[src/lsbse_pkg.sv]
package lsbse_pkg;

   localparam int unsigned BYTE_W    = 8;
   localparam int unsigned BIT_IDX_W = 3;
   localparam int unsigned GROUP_W   = 9;
   localparam int unsigned PIX_W     = 24;
   localparam int unsigned CSR_IDX_W = 2;
   localparam int unsigned CSR_DAT_W = 24;

   localparam logic MODE_ENCODE = 1'b0;
   localparam logic MODE_DECODE = 1'b1;

   localparam logic [CSR_IDX_W-1:0] CSR_MODE    = 2'd0;
   localparam logic [CSR_IDX_W-1:0] CSR_MSG_LEN = 2'd1;
   localparam logic [CSR_IDX_W-1:0] CSR_PIXELS  = 2'd2;

   typedef enum logic [1:0] {
      PH_HEADER = 2'd0,
      PH_BODY   = 2'd1,
      PH_DONE   = 2'd2
   } phase_type;

   typedef struct packed {
      logic              mode;
      logic [BYTE_W-1:0] message_length;
      logic [PIX_W-1:0]  pixel_count;
   } cfg_type;

   typedef struct packed {
      logic [BIT_IDX_W-1:0] bit_index;
      logic [GROUP_W-1:0]   group_count;
      logic [BYTE_W-1:0]    held_byte;
      logic [BYTE_W-1:0]    decoded_length;
      phase_type            phase;
   } state_type;

   typedef struct packed {
      logic              valid;
      logic [BYTE_W-1:0] out_byte;
      logic              is_message;
      logic              last;
   } result_type;

endpackage

[src/lsbse_if.sv]
interface lsbse_req_if;
   logic                      valid;
   logic                      ready;
   logic [lsbse_pkg::BYTE_W-1:0] carrier_byte;
   logic [lsbse_pkg::BYTE_W-1:0] message_byte;

   modport source (output valid, output carrier_byte, output message_byte, input ready);
   modport sink (input valid, input carrier_byte, input message_byte, output ready);
endinterface

interface lsbse_rsp_if;
   logic                      valid;
   logic                      ready;
   logic [lsbse_pkg::BYTE_W-1:0] out_byte;
   logic                      is_message;
   logic                      last;

   modport source (output valid, output out_byte, output is_message, output last, input ready);
   modport sink (input valid, input out_byte, input is_message, input last, output ready);
endinterface

interface lsbse_csr_if;
   logic                            valid;
   logic                            ready;
   logic [lsbse_pkg::CSR_IDX_W-1:0] reg_index;
   logic [lsbse_pkg::CSR_DAT_W-1:0] wdata;

   modport source (output valid, output reg_index, output wdata, input ready);
   modport sink (input valid, input reg_index, input wdata, output ready);
endinterface

[src/lsb_stego_embed_extract.sv]
// LSB steganography embed / extract over a stream of image data bytes.
// req_ch : one carrier byte per transaction, plus the message byte that is
//          sampled on the first carrier of each group of eight.
// rsp_ch : encode (mode 0) gives one transaction per carrier, LSB replaced
//          inside the length-prefixed region, last on its final carrier.
//          Decode (mode 1) gives one transaction per eight body carriers with
//          the recovered message byte, is_message set, last on the final one.
// csr_ch : register writes (0 mode, 1 message length, 2 pixel count), always
//          ready; write only while the stream is idle.
// Latency: a result appears on rsp_ch the cycle after its carrier is taken.
// Throughput: one carrier per cycle while rsp_ch is not stalled; the bit
// replace / collect and the capacity clamp (two adds and a compare) sit in
// one stage between the stream state and the output register.
// Stall: when the output register holds a result that is not taken, req_ch
// ready drops; it is high again in the cycle rsp_ch ready returns.
// Reset: config, output valid and stream state clear to zero (header phase).
// A new image needs a reset.
module lsb_stego_embed_extract (
   input logic              clock,
   input logic              reset,
   lsbse_req_if.sink        req_ch,
   lsbse_rsp_if.source      rsp_ch,
   lsbse_csr_if.sink        csr_ch
);
   import lsbse_pkg::*;

   cfg_type           cfg_ff;
   state_type         state_ff;
   state_type         state_in;
   result_type        res;
   logic              rsp_valid_ff;
   logic [BYTE_W-1:0] out_byte_ff;
   logic              is_message_ff;
   logic              last_ff;
   logic              req_fire;
   logic              csr_fire;

   assign req_ch.ready = !rsp_valid_ff || rsp_ch.ready;
   assign req_fire     = req_ch.valid && req_ch.ready;
   assign csr_ch.ready = 1'b1;
   assign csr_fire     = csr_ch.valid;

   lsbse_step u_step (
      .cfg          (cfg_ff),
      .st           (state_ff),
      .carrier_byte (req_ch.carrier_byte),
      .message_byte (req_ch.message_byte),
      .st_in        (state_in),
      .res          (res)
   );

   always_ff @(posedge clock) begin
      if (reset) begin
         cfg_ff       <= '0;
         state_ff     <= '{bit_index: '0, group_count: '0, held_byte: '0,
                           decoded_length: '0, phase: PH_HEADER};
         rsp_valid_ff <= 1'b0;
      end else begin
         if (csr_fire) begin
            unique case (csr_ch.reg_index)
               CSR_MODE:    cfg_ff.mode           <= csr_ch.wdata[0];
               CSR_MSG_LEN: cfg_ff.message_length <= csr_ch.wdata[BYTE_W-1:0];
               CSR_PIXELS:  cfg_ff.pixel_count    <= csr_ch.wdata[PIX_W-1:0];
               default: ;
            endcase
         end
         if (req_fire) begin
            state_ff <= state_in;
         end
         if (req_ch.ready) begin
            rsp_valid_ff <= req_fire && res.valid;
         end
      end
   end

   always_ff @(posedge clock) begin
      if (req_fire) begin
         out_byte_ff   <= res.out_byte;
         is_message_ff <= res.is_message;
         last_ff       <= res.last;
      end
   end

   assign rsp_ch.valid      = rsp_valid_ff;
   assign rsp_ch.out_byte   = out_byte_ff;
   assign rsp_ch.is_message = is_message_ff;
   assign rsp_ch.last       = last_ff;

   a_stall_blocks_input: assert property (@(posedge clock) disable iff (reset)
      rsp_ch.valid && !rsp_ch.ready |-> !req_ch.ready)
      else $error("input accepted while result stalled");

   a_encode_gives_result: assert property (@(posedge clock) disable iff (reset)
      req_fire && cfg_ff.mode == MODE_ENCODE |=> rsp_ch.valid && !rsp_ch.is_message)
      else $error("encode carrier produced no result");

   a_decode_mid_group_silent: assert property (@(posedge clock) disable iff (reset)
      req_fire && cfg_ff.mode == MODE_DECODE && state_ff.bit_index != {BIT_IDX_W{1'b1}}
      |=> !rsp_ch.valid)
      else $error("decode result before group complete");

   a_encode_last_on_group_end: assert property (@(posedge clock) disable iff (reset)
      req_fire && cfg_ff.mode == MODE_ENCODE && state_ff.bit_index != {BIT_IDX_W{1'b1}}
      |=> !rsp_ch.last)
      else $error("encode last not on final carrier of a group");

endmodule

[src/lsbse_step.sv]
module lsbse_step (
   input  lsbse_pkg::cfg_type                 cfg,
   input  lsbse_pkg::state_type               st,
   input  logic [lsbse_pkg::BYTE_W-1:0]       carrier_byte,
   input  logic [lsbse_pkg::BYTE_W-1:0]       message_byte,
   output lsbse_pkg::state_type               st_in,
   output lsbse_pkg::result_type              res
);
   import lsbse_pkg::*;

   logic [PIX_W+1:0]     pix_x3;
   logic [PIX_W-2:0]     capacity;
   logic [GROUP_W-1:0]   len_p1;
   logic [GROUP_W-1:0]   eff;
   logic [GROUP_W-1:0]   eff_m1;
   logic [GROUP_W-1:0]   group_inc;
   logic [BIT_IDX_W-1:0] bit_inc;
   logic                 group_end;
   logic [BYTE_W-1:0]    enc_held;
   logic [BYTE_W-1:0]    dec_held;

   // capacity = pixels * 3 / 8
   assign pix_x3    = {2'b00, cfg.pixel_count} + {1'b0, cfg.pixel_count, 1'b0};
   assign capacity  = pix_x3[PIX_W+1:3];
   assign len_p1    = {1'b0, cfg.message_length} + GROUP_W'(1);
   assign eff       = (capacity < (PIX_W-1)'(len_p1)) ? capacity[GROUP_W-1:0] : len_p1;
   assign eff_m1    = eff - GROUP_W'(1);
   assign group_inc = st.group_count + GROUP_W'(1);
   assign bit_inc   = st.bit_index + BIT_IDX_W'(1);
   assign group_end = (st.bit_index == {BIT_IDX_W{1'b1}});

   assign enc_held = (st.bit_index != '0) ? st.held_byte :
                     (st.group_count == '0) ? eff_m1[BYTE_W-1:0] : message_byte;
   assign dec_held = (st.bit_index == '0) ? {{(BYTE_W-1){1'b0}}, carrier_byte[0]} :
                     (st.held_byte | ({{(BYTE_W-1){1'b0}}, carrier_byte[0]} << st.bit_index));

   always_comb begin
      st_in          = st;
      res.valid      = 1'b0;
      res.out_byte   = carrier_byte;
      res.is_message = 1'b0;
      res.last       = 1'b0;
      if (cfg.mode == MODE_ENCODE) begin
         res.valid = 1'b1;
         if (st.phase != PH_DONE && st.group_count < eff) begin
            st_in.held_byte = enc_held;
            res.out_byte    = {carrier_byte[BYTE_W-1:1], enc_held[st.bit_index]};
            res.last        = group_end && (st.group_count == eff_m1);
            st_in.bit_index = bit_inc;
            if (group_end) begin
               st_in.group_count = group_inc;
               st_in.phase       = (group_inc >= eff) ? PH_DONE : PH_BODY;
            end
         end
      end else if (st.phase != PH_DONE) begin
         if (st.group_count != '0 && st.group_count > {1'b0, st.decoded_length}) begin
            st_in.phase = PH_DONE;
         end else begin
            st_in.held_byte = dec_held;
            st_in.bit_index = bit_inc;
            if (group_end) begin
               st_in.group_count = group_inc;
               if (st.group_count == '0) begin
                  st_in.decoded_length = dec_held;
                  st_in.phase          = (dec_held == '0) ? PH_DONE : PH_BODY;
               end else begin
                  res.valid      = 1'b1;
                  res.out_byte   = dec_held;
                  res.is_message = 1'b1;
                  res.last       = (st.group_count == {1'b0, st.decoded_length});
                  st_in.phase    = (group_inc > {1'b0, st.decoded_length}) ? PH_DONE
                                                                          : PH_BODY;
               end
            end
         end
      end
   end

endmodule

[src/flat_wrapper.sv]
// flat-port wrapper written by rule: the top's interface ports become plain ports
module lsb_stego_embed_extract_flat import lsbse_pkg::*;
  (clock, reset, req_ch_valid, req_ch_carrier_byte, req_ch_message_byte, req_ch_ready, rsp_ch_valid, rsp_ch_out_byte, rsp_ch_is_message, rsp_ch_last, rsp_ch_ready, csr_ch_valid, csr_ch_reg_index, csr_ch_wdata, csr_ch_ready);
  lsbse_req_if req_ch_i ();
  lsbse_rsp_if rsp_ch_i ();
  lsbse_csr_if csr_ch_i ();
  input logic clock;
  input logic reset;
  input wire logic [$bits(req_ch_i.valid)-1:0] req_ch_valid;
  input wire logic [$bits(req_ch_i.carrier_byte)-1:0] req_ch_carrier_byte;
  input wire logic [$bits(req_ch_i.message_byte)-1:0] req_ch_message_byte;
  output wire logic [$bits(req_ch_i.ready)-1:0] req_ch_ready;
  output wire logic [$bits(rsp_ch_i.valid)-1:0] rsp_ch_valid;
  output wire logic [$bits(rsp_ch_i.out_byte)-1:0] rsp_ch_out_byte;
  output wire logic [$bits(rsp_ch_i.is_message)-1:0] rsp_ch_is_message;
  output wire logic [$bits(rsp_ch_i.last)-1:0] rsp_ch_last;
  input wire logic [$bits(rsp_ch_i.ready)-1:0] rsp_ch_ready;
  input wire logic [$bits(csr_ch_i.valid)-1:0] csr_ch_valid;
  input wire logic [$bits(csr_ch_i.reg_index)-1:0] csr_ch_reg_index;
  input wire logic [$bits(csr_ch_i.wdata)-1:0] csr_ch_wdata;
  output wire logic [$bits(csr_ch_i.ready)-1:0] csr_ch_ready;
  assign req_ch_i.valid = req_ch_valid;
  assign req_ch_i.carrier_byte = req_ch_carrier_byte;
  assign req_ch_i.message_byte = req_ch_message_byte;
  assign req_ch_ready = req_ch_i.ready;
  assign rsp_ch_valid = rsp_ch_i.valid;
  assign rsp_ch_out_byte = rsp_ch_i.out_byte;
  assign rsp_ch_is_message = rsp_ch_i.is_message;
  assign rsp_ch_last = rsp_ch_i.last;
  assign rsp_ch_i.ready = rsp_ch_ready;
  assign csr_ch_i.valid = csr_ch_valid;
  assign csr_ch_i.reg_index = csr_ch_reg_index;
  assign csr_ch_i.wdata = csr_ch_wdata;
  assign csr_ch_ready = csr_ch_i.ready;
  lsb_stego_embed_extract u_core (.clock(clock), .reset(reset), .req_ch(req_ch_i), .rsp_ch(rsp_ch_i), .csr_ch(csr_ch_i));
endmodule
[config.mk]
export PLATFORM = sky130hd
export DESIGN_NAME = lsb_stego_embed_extract_flat
export DESIGN_NICKNAME = d
export VERILOG_FILES = /design/src/lsbse_pkg.sv /design/src/lsbse_if.sv /design/src/lsb_stego_embed_extract.sv /design/src/lsbse_step.sv /design/src/flat_wrapper.sv
export SDC_FILE = /design/constraint.sdc
export NUM_CORES = 1
export LEC_CHECK = 0
export BUFFER_PORTS_ARGS = -buffer_cell sky130_fd_sc_hd__buf_2
export CORE_MARGIN = 5
export CORE_UTILIZATION = 40
export DETAILED_ROUTE_END_ITERATION = 12
export HOLD_SLACK_MARGIN = 0.08
export SYNTH_ARGS = -nofsm -noshare
export SYNTH_HDL_FRONTEND = slang
export SYNTH_SLANG_ARGS = --single-unit
[constraint.sdc]
create_clock -name clock -period 10 [get_ports clock]
set_clock_uncertainty 0.15 [all_clocks]
set_input_delay 1.5 -clock clock [delete_from_list [all_inputs] [get_ports clock]]
set_output_delay 1.5 -clock clock [all_outputs]
set_load 0.01 [all_outputs]
Word level (Yosys, flattened, before mapping)
Index checks and enable logic that the tools add are counted.

Input bits: 47. Output and inout port bits: 13. Register bits: 74. Logic and storage cells: 89.

Mux-type cells: 29. Add/subtract/negate cells: 5. $lt $le $gt $ge: 6. Shifts and indexed selects: 1. Eq/ne operators: 8. Reductions and logical operators: 23. Bitwise logic cells: 5.

Operators with widths (count): $mux W11 (4); $mux W20 (2); $mux W8 (4); $mux W30 (1); $mux W28 (1); $mux W9 (3); $add A24 B25 Y26 (1); $lt A23 B9 Y1 (1); $gt A9 B8 Y1 (2); $mux W2 (8); $mux W10 (1); $add A8 B1 Y9 const B (1); $add A9 B1 Y9 const B (1); $eq A9 B8 Y1 (1); $eq A9 B9 Y1 (1); $ge A9 B9 Y1 (1); $logic_not A9 Y1 (1); $lt A9 B9 Y1 (1); $reduce_bool A9 Y1 (1); $sub A9 B1 Y9 const B (1); $logic_not A8 Y1 (1); $or A8 B8 Y8 (1); $shl A1 B3 Y8 (1); $ne A2 B2 Y1 const B (3); 20 further kinds (34).

Depth between registers and ports, before layout
Depth after elaboration: 11. Gate-level depth with buffers: 33. Mapped depth without buffers: 29.

Cells and area by module
From an unflattened synthesis, not the netlist that was laid out.

Cell total of the unflattened synthesis: 925. Area total of the unflattened synthesis: 7267.0 µm².

By module, submodules not included: lsbse_step (cells an instance 626, area each 4329.2 µm², times used 1, sequential area each 0.0 µm²); lsb_stego_embed_extract (cells an instance 299, area each 2937.8 µm², times used 1, sequential area each 1581.5 µm²).

Least setup slack after synthesis
Ideal clock, no wire load.

Path type: register to register. From: reg u_core.cfg_ff[2] (netlist name). To: reg u_core.state_ff[12] (netlist name). Setup time: 70 ps. Clock period less this slack: 6599 ps. Setup slack: 3401 ps. Buffers on the path: 3. Stages on the path, launching flop included: 31. Data required time: 9780 ps. Data arrival time: 6378 ps. Cell sequence: dfxtp_1 > ha_1 > nand4_1 > a21oi_1 > o21ai_0 > a211oi_1 > ha_1 > a2111oi_0 > a21oi_1 > a22o_1 > o211ai_1 > nand4_1 > nor4_4 > buf_2 > nor2_1 > a21oi_1 > ha_1 > nor2b_1 > o21a_1 > o21a_1 > o21a_1 > o21a_1 > o21ai_0 > a21oi_1 > nor2_1 > o2bb2ai_1 > and2_0 > clkbuf_1 > clkbuf_1 > o21ai_0 > a21oi_1.

Cells in the longest elaborated chain, start to end: 8. Elaborated cells on any way between the ends: 12. Classes of those cells: 2 x add/sub; 2 x order compare; 5 x mux; 3 x reduce/logical.

Ends and longest elaborated chain: start: declaration (line lsb_stego_embed_extract.sv:27) `cfg_type cfg_ff;`; $add A24 B25 Y26 * (line lsbse_step.sv:23) `assign pix_x3 = {2'b00, cfg.pixel_count} + {1'b0, cfg.pixel_count, 1'b0};`; $lt A23 B9 Y1 (line lsbse_step.sv:26) `assign eff = (capacity < (PIX_W-1)'(len_p1)) ? capacity[GROUP_W-1:0] : len_p1;`; $mux W9 * (line lsbse_step.sv:26); $sub A9 B1 Y9 (line lsbse_step.sv:27) `assign eff_m1 = eff - GROUP_W'(1);`; $mux W8 (line lsbse_step.sv:33) `(st.group_count == '0) ? eff_m1[BYTE_W-1:0] : message_byte;`; $mux W8 (line lsbse_step.sv:32) `assign enc_held = (st.bit_index != '0) ? st.held_byte :`; $mux W20 (line lsbse_step.sv:45) `if (st.phase != PH_DONE && st.group_count < eff) begin`; $mux W20 (line lsbse_step.sv:43) `if (cfg.mode == MODE_ENCODE) begin`; end signal: assignment (line lsb_stego_embed_extract.sv:55) `state_ff <= '{bit_index: '0, group_count: '0, held_byte: '0,`; end signal: assignment (line lsb_stego_embed_extract.sv:68) `state_ff <= state_in;`; end: declaration (line lsb_stego_embed_extract.sv:28) `state_type state_ff;`.

Mark *: on every way between the ends. The rest lies on a longest branch, timed or not. The select of a mux whose other input is x is not followed. A chain may end at the register's enable or synchronous reset.

Worst setup path after layout
From: reg u_core.cfg_ff[3] (netlist name). To: reg u_core.state_ff[16] (netlist name).

The elaborated chain is that of the path after synthesis.

==> results.cfg <==
[yosys]
yosys-top-cells-count = nand2_1, nor2_1, a21oi_1, ha_1, dfxtp_1
async_flop_share_pct = 0
synth_cell_types = 81
syn_area_mm2 = 0.006817
synthFlopType = dfxtp_1
synth_nets = 1021
ys_ff_latch = 74
synth-edff-count = 10
syn_area_per_cell_um2 = 7.549
yosys.cell_count.top_type = nand2_1
netlist.area_leader.share_pct = 18.80
synth_area_leaders = dfxtp_1, ha_1, a21oi_1
syn_inst = 903
ys_warn_count = 0
yosysTopAreaCell = dfxtp_1
yosysSeqAreaShare_pct = 23.20

[timing]
min_period_over_period_pct = 80.02
relSlewSlack_pct = 33.14
hold_viol_final = 0
fmax_mhz = 125.0
maxSlewViolCount = 0
finalSetupTns_ps = 0
setup_viol = 0
rsz0062_at_grt = false
worst_slew_pin_slew_ps = 995.5
fin_crit_ps = 8002

[setup_path]
path_buf_inv = 0
critPathKind = reg2reg
critPathCaptureType = flip-flop
max_stage_delay_ps = 780
cpMaxStageDelayCell = nor4_4
crit_path_frequent_cell = o21a_1
crit_fanout = 17
cp.arrival_ps = 8110
critPathRequiredTime_ps = 10100
start_kind = flip-flop
crit_family = compound AO/OA/AOI/OAI gates

[global_route]
grt_pass1_vias = 6220
grt_pass1_wl_um = 31080
antenna_found_initial = 0
grtUsageTotal_pct = 18.97
grt_max_degree = 65
gr-total-overflow = 0

[cells_and_area]
syn_to_final_growth_pct = 9.728
antenna_cells = 0
final_nets = 1044
stdcell_area_mm2 = 0.007480
fillers = 1743
drive_gt1_share_pct = 10.42

[floorplanning]
core_area_mm2 = 0.01664
io_pins = 60
fp-row-count = 47
initial_utilization_pct = 40.96
die_h_um = 140.5
die_w_um = 140.5
die-area_mm2 = 0.01975

[worst_hold_path]
min_path_type = reg2reg

[cts]
post-cts-setup-buffers = 0
cts_made_buffers = 9
cts.clk_slew.worst_paths_ps = 70
clkSinkCount = 74
clock_latency_ps = 360
htreeDepth = 3
cts_tree = done
cts.path.max_buffers = 2
cts_hold_buf = 0
cts_root_buf = clkbuf_16
ctsResizeCount = 0

[detailed_routing]
first_iter_violations = 362
dr.pass1.iters = 5
finalWirelength_um = 18730
routed-via-count = 6489
routedWlPerCell_um = 16.27
ant_nets = 0
vias_per_cell = 5.638
drc_errors = 0

[status]
status = finished, final reports clean

[place]
post-dp-hpwl_um = 14540
place.gp.congestion = 0.8969
dpl_cell_area_mm2 = 0.007193
port_buffers = 58

[pwr]
power_density_mw_per_mm2 = 122.3
p_leak_uw = 0.003090
ir_drop_uv = 98.88

[flow_run]
maxCapViolations = 0
==> registers in the layout, indices dropped and copies added, names as in the netlist <==
register	cells
u_core.rsp_ch.valid	1
u_core.rsp_ch.last	1
u_core.rsp_ch.is_message	1
u_core.cfg_ff	33
u_core.rsp_ch.out_byte	8
u_core.state_ff	30
==> cells in the final DEF (no fill, tap or decap), drive strengths merged, types with 5 or more instances in the layout <==
cell type	instances
nand2b	7
o21a	19
nor2	102
and2	11
and3	12
buf	59
ha	71
a21oi	87
nor3	19
o211ai	11
nor4	9
dfxtp	64
mux2i	22
a2111oi	6
edfxtp	10
xor2	25
nand3	19
a211oi	11
nor2b	11
nand4	19
clkbuf	9
inv	42
a21o	9
xnor2	27
nor3b	5
mux2	5
o2111ai	7
nand2	116
or2	5
o21ai	38
a31oi	8
==> power by group <==
group	switching, uW	total, uW	internal [uW]	leakage [uW]
clock network	149	322	173	0.000135
logic	155	260	105	0.00234
registers	16.2	333	317	0.000618
total	320	915	595	0.00309
==> layer usage <==
metal	routed length (um)	GRT usage, %	share of wire [%]
met3	733	3.136	3.9
met2	8737	32.26	47
met1	8667	23.95	46
met5	0	0	0
met4	593	7.445	3.2
==> kinds of logic after synthesis <==
logic type      share of synthesized area, %
flops                                  23.20
compound gates                         23.13
fa+ha+maj                              13.03
other cells                          0.05501
simple gates                           24.71
mux                                    4.111
xor+xnor                               6.792
buf+inv                                4.974
==> tightest hold or removal path: cells and delay by family, from the launching register on <==
kind	cells	cell delay [ps]
simple gates	1	50
compound gates	1	50
flops	1	310
==> cell type report <==
cell class / instances / area, um2 / share of cell area, %
Multi-Input combinational cell: 744 / 4896 / 65.46
Tap cell: 220 / 275.3 / 3.680
Sequential cell: 74 / 1582 / 21.14
Inverter: 38 / 142.6 / 1.907
Timing Repair Buffer: 59 / 297.8 / 3.981
Clock buffer: 9 / 225.2 / 3.011
Clock inverter: 7 / 61.31 / 0.8197
==> worst paths after layout <==
kind                      startpoint                   to  slack [ps]  cells past startpoint
setup / recovery    u_core.cfg_ff[3]  u_core.state_ff[16]        2000                     26
hold / removal    u_core.state_ff[9]   u_core.state_ff[9]         310                      2
setup reg to reg    u_core.cfg_ff[3]  u_core.state_ff[16]        2000                     26
hold reg to reg   u_core.state_ff[9]   u_core.state_ff[9]         310                      2
==> per-stage QoR <==
step	instances	power, uW	hold WS, ps	utilization (%)	setup WS (ps)
global route	1151	969.4	330.9	44.94	1138
floorplan	903	531.9	281.9	-	3401
finish	1151	915.1	308.4	44.94	1998
detailed placement	1135	598.3	301.7	43.22	2086
global placement	1135	598.3	294.2	43.22	2289
CTS	1151	921.3	308.5	44.94	1994
(Power assumes the default switching activity.)
